==> config.mk <==
export PLATFORM = sky130hd
export DESIGN_NAME = periodic_trial_swing_capture_core
export DESIGN_NICKNAME = d
export VERILOG_FILES = /design/src/rtl/ptsc_pkg.sv /design/src/rtl/periodic_trial_swing_capture_core.sv
export SDC_FILE = /design/constraint.sdc
export NUM_CORES = 2
export LEC_CHECK = 0
export ABC_AREA = 1
export BUFFER_PORTS_ARGS = -buffer_cell sky130_fd_sc_hd__buf_4
export CAP_MARGIN = 30
export CORE_AREA = 2 2 312 376
export DETAILED_ROUTE_END_ITERATION = 7
export DIE_AREA = 0 0 314 378
export PLACE_DENSITY = 0.61
export SYNTH_ARGS = -nofsm -noshare
export SYNTH_HDL_FRONTEND = slang
export SYNTH_SLANG_ARGS = --single-unit
==> constraint.sdc <==
create_clock -name clock -period 18.03 [get_ports clock]
set_input_delay 4.5075 -clock clock [delete_from_list [all_inputs] [get_ports clock]]
set_output_delay 4.5075 -clock clock [all_outputs]
set_load 0.1 [all_outputs]
==> src/rtl/ptsc_pkg.sv <==
package ptsc_pkg;

   typedef logic [31:0]        time_type;
   typedef logic [15:0]        word_type;
   typedef logic signed [15:0] sample_type;
   typedef logic [1:0]         action_type;
   typedef logic [1:0]         csr_index_type;

   // request action codes
   localparam action_type ACT_TICK  = 2'd0;
   localparam action_type ACT_START = 2'd1;
   localparam action_type ACT_STOP  = 2'd2;

   // configuration register indexes
   localparam csr_index_type CSR_TRIAL_COUNT = 2'd0;
   localparam csr_index_type CSR_INTERVAL    = 2'd1;
   localparam csr_index_type CSR_WINDOW_MS   = 2'd2;

   // result kinds
   localparam logic KIND_REPORT  = 1'b0;
   localparam logic KIND_TRIGGER = 1'b1;

   localparam word_type TRIAL_COUNT_RESET = 16'd1;
   localparam word_type INTERVAL_RESET    = 16'd1000;
   localparam word_type WINDOW_MS_RESET   = 16'd100;

   // result queue
   localparam int unsigned RQ_DEPTH = 4;
   localparam int unsigned RQ_AW    = $clog2(RQ_DEPTH);
   localparam int unsigned RQ_CW    = $clog2(RQ_DEPTH + 1);

   typedef struct packed {
      logic     kind;
      word_type trial_number;
      time_type event_time;
      word_type raw_min;
      word_type raw_max;
      word_type raw_swing;
      word_type centered_swing;
      word_type best_raw_swing;
      word_type best_centered_swing;
      word_type completed_count;
      logic     session_done;
      logic     last;
   } result_type;

   // wrap-safe time compare: a is at or after b
   function automatic logic at_or_after(input time_type a, input time_type b);
      time_type diff;
      diff = a - b;
      return ~diff[31];
   endfunction

endpackage

==> src/rtl/periodic_trial_swing_capture_core.sv <==
// Periodic trial swing capture. A start request arms a session that fires
// trial triggers every trigger interval, the first one due at the start's
// time; a stop request disarms it. Tick requests carry the time and one raw and one
// centered sample: samples inside the open trial's window widen its min/max,
// the first tick at or past the window end produces a trial report, and a
// tick at or past the next trigger time opens the next trial and produces a
// trigger result. A tick can give up to two results (report, then trigger);
// rsp_last marks the final one. All the work for a request is done in the
// accept cycle and results go to a four-entry result queue, the first one
// offered on the next cycle if the queue was empty, so a request is
// accepted every cycle while the queue has room for two results; the
// sustained rate is one request per cycle, bounded by the single result
// port when ticks produce two results. Configuration registers are sampled
// only by a start request.
module periodic_trial_swing_capture_core (
   input  logic                     clock,
   input  logic                     reset,
   // request channel
   input  logic                     req_valid,
   output logic                     req_stall,
   input  ptsc_pkg::action_type     req_action,
   input  ptsc_pkg::time_type       req_now_ms,
   input  ptsc_pkg::word_type       req_raw_sample,
   input  ptsc_pkg::sample_type     req_centered_sample,
   // result channel
   output logic                     rsp_valid,
   input  logic                     rsp_stall,
   output logic                     rsp_kind,
   output ptsc_pkg::word_type       rsp_trial_number,
   output ptsc_pkg::time_type       rsp_event_time,
   output ptsc_pkg::word_type       rsp_raw_min,
   output ptsc_pkg::word_type       rsp_raw_max,
   output ptsc_pkg::word_type       rsp_raw_swing,
   output ptsc_pkg::word_type       rsp_centered_swing,
   output ptsc_pkg::word_type       rsp_best_raw_swing,
   output ptsc_pkg::word_type       rsp_best_centered_swing,
   output ptsc_pkg::word_type       rsp_completed_count,
   output logic                     rsp_session_done,
   output logic                     rsp_last,
   // configuration write port
   input  logic                     csr_wr_en,
   input  ptsc_pkg::csr_index_type  csr_index,
   input  ptsc_pkg::word_type       csr_wdata
);
   import ptsc_pkg::*;

   // ------------------------------------------------------------------
   // Configuration registers
   // ------------------------------------------------------------------
   word_type trial_count_ff, interval_ff, window_ms_ff;

   always_ff @(posedge clock) begin
      if (reset) begin
         trial_count_ff <= TRIAL_COUNT_RESET;
         interval_ff    <= INTERVAL_RESET;
         window_ms_ff   <= WINDOW_MS_RESET;
      end else if (csr_wr_en) begin
         unique case (csr_index)
            CSR_TRIAL_COUNT: trial_count_ff <= csr_wdata;
            CSR_INTERVAL:    interval_ff    <= csr_wdata;
            CSR_WINDOW_MS:   window_ms_ff   <= csr_wdata;
            default: ;       // unused index: write is dropped
         endcase
      end
   end

   // ------------------------------------------------------------------
   // Session state
   // ------------------------------------------------------------------
   logic       active_ff, active_in;
   word_type   trial_index_ff, trial_index_in;
   time_type   window_start_ff, window_start_in;
   time_type   window_end_ff, window_end_in;
   logic       closed_ff, closed_in;
   time_type   next_trigger_ff, next_trigger_in;
   word_type   eff_window_ff, eff_window_in;
   word_type   sess_trials_ff, sess_trials_in;
   word_type   sess_period_ff, sess_period_in;
   word_type   raw_min_ff, raw_min_in;
   word_type   raw_max_ff, raw_max_in;
   sample_type cen_min_ff, cen_min_in;
   sample_type cen_max_ff, cen_max_in;
   word_type   done_count_ff, done_count_in;
   word_type   best_raw_ff, best_raw_in;
   logic [16:0] best_cen_ff, best_cen_in;

   // ------------------------------------------------------------------
   // Result queue
   // ------------------------------------------------------------------
   result_type             rq_mem_ff [RQ_DEPTH];
   logic [RQ_AW-1:0]       rq_wr_ptr_ff, rq_rd_ptr_ff;
   logic [RQ_CW-1:0]       rq_count_ff, rq_count_in;

   logic req_take, rsp_take;
   assign req_stall = (rq_count_ff > RQ_CW'(RQ_DEPTH - 2));
   assign req_take  = req_valid && !req_stall;
   assign rsp_valid = (rq_count_ff != '0);
   assign rsp_take  = rsp_valid && !rsp_stall;

   // ------------------------------------------------------------------
   // Per-request logic
   // ------------------------------------------------------------------
   word_type   start_trials, start_period, start_window;
   logic       is_tick, trial_open, in_window, do_close, do_trigger;
   logic       active_after_close;
   word_type   raw_min_w, raw_max_w;
   sample_type cen_min_w, cen_max_w;
   word_type   raw_swing;
   logic [16:0] cen_swing;
   word_type   done_next, best_raw_next;
   logic [16:0] best_cen_next;
   result_type report_res, trigger_res, res0, res1;
   logic       push0, push1;

   always_comb begin
      // start: zero registers count as one, window kept below the period unless the period is one
      start_trials = (trial_count_ff != '0) ? trial_count_ff : 16'd1;
      start_period = (interval_ff != '0) ? interval_ff : 16'd1;
      start_window = (window_ms_ff != '0) ? window_ms_ff : 16'd1;
      if (start_window >= start_period) begin
         start_window = (start_period > 16'd1) ? start_period - 16'd1 : start_period;
      end

      is_tick    = req_take && (req_action == ACT_TICK) && active_ff;
      trial_open = (trial_index_ff != '0) && !closed_ff;
      in_window  = trial_open && at_or_after(req_now_ms, window_start_ff)
                   && at_or_after(window_end_ff, req_now_ms);

      // widen the open trial's extremes
      raw_min_w = raw_min_ff;
      raw_max_w = raw_max_ff;
      cen_min_w = cen_min_ff;
      cen_max_w = cen_max_ff;
      if (in_window) begin
         if (req_raw_sample < raw_min_ff)      raw_min_w = req_raw_sample;
         if (req_raw_sample > raw_max_ff)      raw_max_w = req_raw_sample;
         if (req_centered_sample < cen_min_ff) cen_min_w = req_centered_sample;
         if (req_centered_sample > cen_max_ff) cen_max_w = req_centered_sample;
      end

      // window end passed: close and report
      do_close      = is_tick && trial_open && at_or_after(req_now_ms, window_end_ff);
      raw_swing     = raw_max_w - raw_min_w;
      cen_swing     = {cen_max_w[15], cen_max_w} - {cen_min_w[15], cen_min_w};
      done_next     = done_count_ff + 16'd1;
      best_raw_next = (raw_swing > best_raw_ff) ? raw_swing : best_raw_ff;
      best_cen_next = (cen_swing > best_cen_ff) ? cen_swing : best_cen_ff;
      active_after_close = active_ff;
      if (do_close && (trial_index_ff >= sess_trials_ff)) begin
         active_after_close = 1'b0;
      end

      // trigger due: open the next trial
      do_trigger = is_tick && active_after_close
                   && at_or_after(req_now_ms, next_trigger_ff)
                   && (trial_index_ff < sess_trials_ff);

      report_res = '{
         kind:                KIND_REPORT,
         trial_number:        trial_index_ff,
         event_time:          req_now_ms,
         raw_min:             raw_min_w,
         raw_max:             raw_max_w,
         raw_swing:           raw_swing,
         centered_swing:      cen_swing[15:0],
         best_raw_swing:      best_raw_next,
         best_centered_swing: best_cen_next[15:0],
         completed_count:     done_next,
         session_done:        !active_after_close,
         last:                !do_trigger
      };
      trigger_res = '0;
      trigger_res.kind         = KIND_TRIGGER;
      trigger_res.trial_number = trial_index_ff + 16'd1;
      trigger_res.event_time   = next_trigger_ff;
      trigger_res.last         = 1'b1;

      push0 = do_close || do_trigger;
      push1 = do_close && do_trigger;
      res0  = do_close ? report_res : trigger_res;
      res1  = trigger_res;

      // next state, default hold
      active_in       = active_ff;
      trial_index_in  = trial_index_ff;
      window_start_in = window_start_ff;
      window_end_in   = window_end_ff;
      closed_in       = closed_ff;
      next_trigger_in = next_trigger_ff;
      eff_window_in   = eff_window_ff;
      sess_trials_in  = sess_trials_ff;
      sess_period_in  = sess_period_ff;
      raw_min_in      = raw_min_ff;
      raw_max_in      = raw_max_ff;
      cen_min_in      = cen_min_ff;
      cen_max_in      = cen_max_ff;
      done_count_in   = done_count_ff;
      best_raw_in     = best_raw_ff;
      best_cen_in     = best_cen_ff;

      if (req_take && (req_action == ACT_START)) begin
         sess_trials_in  = start_trials;
         sess_period_in  = start_period;
         eff_window_in   = start_window;
         active_in       = 1'b1;
         trial_index_in  = '0;
         window_start_in = '0;
         window_end_in   = '0;
         closed_in       = 1'b0;
         next_trigger_in = req_now_ms;
         raw_min_in      = '0;
         raw_max_in      = '0;
         cen_min_in      = '0;
         cen_max_in      = '0;
         done_count_in   = '0;
         best_raw_in     = '0;
         best_cen_in     = '0;
      end else if (req_take && (req_action == ACT_STOP)) begin
         active_in = 1'b0;
      end else if (is_tick) begin
         raw_min_in = raw_min_w;
         raw_max_in = raw_max_w;
         cen_min_in = cen_min_w;
         cen_max_in = cen_max_w;
         if (do_close) begin
            done_count_in = done_next;
            best_raw_in   = best_raw_next;
            best_cen_in   = best_cen_next;
            closed_in     = 1'b1;
            active_in     = active_after_close;
         end
         if (do_trigger) begin
            trial_index_in  = trial_index_ff + 16'd1;
            window_start_in = next_trigger_ff;
            window_end_in   = next_trigger_ff + {16'd0, eff_window_ff};
            closed_in       = 1'b0;
            next_trigger_in = next_trigger_ff + {16'd0, sess_period_ff};
            raw_min_in      = req_raw_sample;
            raw_max_in      = req_raw_sample;
            cen_min_in      = req_centered_sample;
            cen_max_in      = req_centered_sample;
         end
      end

      rq_count_in = rq_count_ff + RQ_CW'(push0) + RQ_CW'(push1) - RQ_CW'(rsp_take);
   end

   always_ff @(posedge clock) begin
      if (reset) begin
         active_ff       <= 1'b0;
         trial_index_ff  <= '0;
         window_start_ff <= '0;
         window_end_ff   <= '0;
         closed_ff       <= 1'b0;
         next_trigger_ff <= '0;
         eff_window_ff   <= 16'd1;
         sess_trials_ff  <= TRIAL_COUNT_RESET;
         sess_period_ff  <= INTERVAL_RESET;
         raw_min_ff      <= '0;
         raw_max_ff      <= '0;
         cen_min_ff      <= '0;
         cen_max_ff      <= '0;
         done_count_ff   <= '0;
         best_raw_ff     <= '0;
         best_cen_ff     <= '0;
         rq_wr_ptr_ff    <= '0;
         rq_rd_ptr_ff    <= '0;
         rq_count_ff     <= '0;
      end else begin
         active_ff       <= active_in;
         trial_index_ff  <= trial_index_in;
         window_start_ff <= window_start_in;
         window_end_ff   <= window_end_in;
         closed_ff       <= closed_in;
         next_trigger_ff <= next_trigger_in;
         eff_window_ff   <= eff_window_in;
         sess_trials_ff  <= sess_trials_in;
         sess_period_ff  <= sess_period_in;
         raw_min_ff      <= raw_min_in;
         raw_max_ff      <= raw_max_in;
         cen_min_ff      <= cen_min_in;
         cen_max_ff      <= cen_max_in;
         done_count_ff   <= done_count_in;
         best_raw_ff     <= best_raw_in;
         best_cen_ff     <= best_cen_in;
         rq_wr_ptr_ff    <= rq_wr_ptr_ff + RQ_AW'(push0) + RQ_AW'(push1);
         if (rsp_take) begin
            rq_rd_ptr_ff <= rq_rd_ptr_ff + RQ_AW'(1);
         end
         rq_count_ff     <= rq_count_in;
      end
   end

   // queue payload: no reset needed
   always_ff @(posedge clock) begin
      if (push0) begin
         rq_mem_ff[rq_wr_ptr_ff] <= res0;
      end
      if (push1) begin
         rq_mem_ff[rq_wr_ptr_ff + RQ_AW'(1)] <= res1;
      end
   end

   // head of queue drives the result ports
   result_type head;
   assign head = rq_mem_ff[rq_rd_ptr_ff];

   assign rsp_kind                = head.kind;
   assign rsp_trial_number        = head.trial_number;
   assign rsp_event_time          = head.event_time;
   assign rsp_raw_min             = head.raw_min;
   assign rsp_raw_max             = head.raw_max;
   assign rsp_raw_swing           = head.raw_swing;
   assign rsp_centered_swing      = head.centered_swing;
   assign rsp_best_raw_swing      = head.best_raw_swing;
   assign rsp_best_centered_swing = head.best_centered_swing;
   assign rsp_completed_count     = head.completed_count;
   assign rsp_session_done        = head.session_done;
   assign rsp_last                = head.last;

endmodule

==> results by group <==
Outcome
  • Status: complete, no violations

Critical path
  • Reg-to-reg startpoint: window_end_ff[30]$_SDFFE_PP0P_
  • CP startpoint: req_now_ms[30]
  • Setup crit end kind: flip-flop
  • Slowest cell delay on critical path: 0.67 ns
  • Depth of the worst register-to-register path: 38
  • Worst path slowest cell: nor2_2
  • Worst path required time: 18.68 ns
  • Worst EP arrival: 12.19 ns
  • Critical Setup Path Class: in2reg
  • Crit path launch type: primary input
  • Max FO, Critical Path: 32

Finish
  • Fin util: 50.1%
  • Filler cells: 11486
  • Area grow syn2layout: 12.4%
  • Sequential Area: 21600 sq um
  • Area of the multi-input gates: 25800 sq um
  • Layout cell share with drive strength beyond 1: 8.55%
  • Finished Layout Cells: 8593
  • Fin nets: 7382

Placed design
  • IO buf count: 253
  • RD Place Congestion: 0.931
  • Dpl cells: 8395
  • Detailed Place HPWL: 115000 um

Timing
  • TNS Setup: 0 ns
  • Setup repair after global routing missed its margin: no
  • Fin. Hold Viols: 0
  • Final Setup Violations: 0
  • Min Tclk post-route: 11.54 ns
  • Rel. slew slack: 21.0%
  • Hold slack final: 0.439 ns
  • Max Fclk: 86.6 MHz
  • Setup Skew: 0.0403 ns
  • Fin. max-slew vios: 0
  • Tightest Pin Transition: 1.18 ns
  • Tcrit/Tclk final: 64.0%

GRT
  • Vias in the first global route: 45686
  • Grt total ovfl: 0
  • Initial antenna violation count: 10
  • Largest net degree at the start of global routing: 221
  • First-pass GRT wire length: 270000 um
  • GRT Util Overall: 29.2%

Die
  • Die width: 314 um
  • Num ports: 254
  • Starting density of the core: 44.6%
  • Rows: 137
  • Core area: 115000 sq um
  • Die area: 119000 sq um
  • DIE HEIGHT: 378 um

Route
  • Routed via count: 47920
  • ANT nets after route: 0
  • Initial DRC Count: 3729
  • DRT Pass-1 Iters: 5
  • Routed WL: 177000 um
  • Via density: 5.58
  • Wire per inst: 20.6 um
  • DRC: 0

Clock network
  • CTS resizes: 0
  • CTS Sinks: 984
  • Buffer count from post-CTS setup fixing: 0
  • Clock root buffer: clkbuf_16
  • CTS tree: yes
  • Hold bufs inserted after CTS: 0
  • Clk buf depth: 3
  • Clock slew at reported path FFs: 0.06 ns
  • Total CTS buffers: 104
  • H-tree depth: 3
  • Clk_lat worst skew: 0.73 ns

Synthesis
  • Register area share after synthesis: 42.0%
  • EDFF count, synth: 192
  • Number of synthesized register bits: 984
  • Post-synth net total: 7366
  • Post-Syn Area per Cell: 7.39 sq um
  • Ys Warns: 0
  • Distinct cells, synth: 70
  • Synth Cell Area: 51400 sq um
  • Post-synthesis async set-or-reset flop share: 0%
  • Gate Count Post-Synth: 6957
  • Ys flop type: dfxtp_1

Hold path
  • Type of the worst min-delay path: reg2reg
  • Hold Crit Depth: 2
  • Hold wc startpoint: rq_mem_ff[2][71]$_SDFFE_PP0P_

Power and ir drop
  • Pwr Density: 125 nW/um^2
  • Peak VDD IR: 0.112 mV
  • Pleak: 24.6 nW
  • Tot Pwr: 7.23 mW

Flow run
  • Max_cap viols: 0
[critical path, delay by kind of cell]
family	cells	cell delay (ns)
adders and majority gates	3	1.02
buffers and inverters	7	1.07
and+or+nand+nor	16	2.95
AOI/OAI and AO/OA	14	2.62
[report_power, final]
group          internal (mW)  switching, mW  leakage [nW]
Clock                   1.32          0.949          1.77
Sequential              2.27         0.0335          7.96
Combinational          0.578           2.07          14.8
[area by class of cell]
class,count,share of cell area [%]
diodes,8,0.0346
clock buffers,147,5.33
clock inverters,42,0.916
inverters,609,4.01
multi-input cells,4956,44.7
flip-flops and latches,984,37.4
well taps,1529,3.31
repair buffers,318,4.33
[metrics by stage]
step	setup WS, ns	instance area, sq um
5_1_grt	5.80	57800
2_1_floorplan	7.81	51400
6_report	6.49	57800
4_1_cts	6.66	57800
3_5_place_dp	5.92	54200
3_3_place_gp	5.98	54000
[final timing paths]
| kind | slack [ns] | end |
|---|---|---|
| min | 0.44 | rq_mem_ff[2][71]$_SDFFE_PP0P_ |
| min reg2reg | 0.44 | rq_mem_ff[2][71]$_SDFFE_PP0P_ |
| max reg2reg | 10.12 | rq_mem_ff[0][48]$_SDFFE_PP0P_ |
| max | 6.49 | rq_mem_ff[0][48]$_SDFFE_PP0P_ |
[Yosys cell counts, types with 8 or more instances]
| library cell | count | share of area (%) |
|---|---|---|
| xnor2_1 | 14 | 0.24 |
| inv_1 | 576 | 4.2 |
| nand2_2 | 32 | 0.39 |
| buf_6 | 10 | 0.22 |
| o221ai_1 | 14 | 0.24 |
| o211ai_1 | 27 | 0.39 |
| o21bai_1 | 8 | 0.12 |
| nand4_1 | 32 | 0.39 |
| ha_1 | 314 | 7.6 |
| nand3_1 | 136 | 1.3 |
| nor3_1 | 43 | 0.42 |
| o21a_1 | 10 | 0.15 |
| o21ai_1 | 38 | 0.37 |
| nor2_1 | 622 | 4.5 |
| inv_2 | 17 | 0.12 |
| a21oi_1 | 433 | 4.2 |
| edfxtp_1 | 192 | 11 |
| a31oi_1 | 37 | 0.45 |
| clkbuf_1 | 311 | 2.3 |
| o22ai_1 | 318 | 3.9 |
| a211oi_1 | 19 | 0.28 |
| buf_2 | 51 | 0.50 |
| nor4_1 | 16 | 0.19 |
| buf_4 | 13 | 0.19 |
| buf_1 | 15 | 0.11 |
| o21ai_0 | 904 | 8.8 |
| nand2_4 | 10 | 0.22 |
| dfxtp_1 | 792 | 31 |
| clkinv_1 | 15 | 0.11 |
| xor2_1 | 82 | 1.4 |
| nand2_1 | 1768 | 13 |
[metal layers]
layer / routed length, um / vias to the layer above / GRT usage, % / share of wire [%]
met3: 11200 / 380 / 3.81 / 6.3
met1: 71600 / 22665 / 35.6 / 40
met2: 85700 / 1644 / 50.6 / 48
met5: 27 / - / 0 / 0.015
met4: 8650 / 4 / 14.0 / 4.9
li1: - / 23227 / - / -
[cell usage in the layout (no fill, tap or decap), drive strengths merged, types with 6 or more instances in the layout]
cell type,netlist,layout
nor3,45,45
a31oi,38,38
a21o,8,8
nand2,1810,1810
nor2,629,629
inv,594,598
fa,6,6
a211oi,21,21
xor2,83,83
buf,89,318
ha,314,314
nand4,33,33
o21bai,8,8
o21a,10,10
clkbuf,318,147
o21ai,946,946
nand3,143,143
o221ai,14,14
o211ai,27,27
xnor2,14,14
nor4,16,16
clkinv,15,39
and2,6,6
diode,0,8
dfxtp,792,792
a21oi,436,436
o22ai,318,318
bufinv,0,9
edfxtp,192,192
[sequential cells by signal, summed over array words and instances (netlist names), 3 cells and up, named ones only]
signal	flops
sess_trials_ff	16
window_ms_ff	16
rq_count_ff	3
best_cen_ff	17
rq_mem_ff	652
window_start_ff	32
cen_min_ff	16
next_trigger_ff	32
best_raw_ff	16
interval_ff	16
sess_period_ff	16
raw_min_ff	16
done_count_ff	16
window_end_ff	32
trial_count_ff	16
cen_max_ff	15
trial_index_ff	16
eff_window_ff	16
raw_max_ff	16
[kinds of logic (layout without fill, tap and decap cells)]
group | after synthesis | after routing | share of synthesized area (%)
AOI/OAI and AO/OA | 1848 | 1848 | 19.6
xor gates and xnor gates | 97 | 97 | 1.67
adders and majority gates | 320 | 320 | 7.87
buffers and inverters | 1017 | 1116 | 7.89
DFF | 984 | 984 | 42.0
other | 0 | 8 | 0
and+or+nand+nor | 2691 | 2691 | 20.9
(Power assumes the default switching activity.)
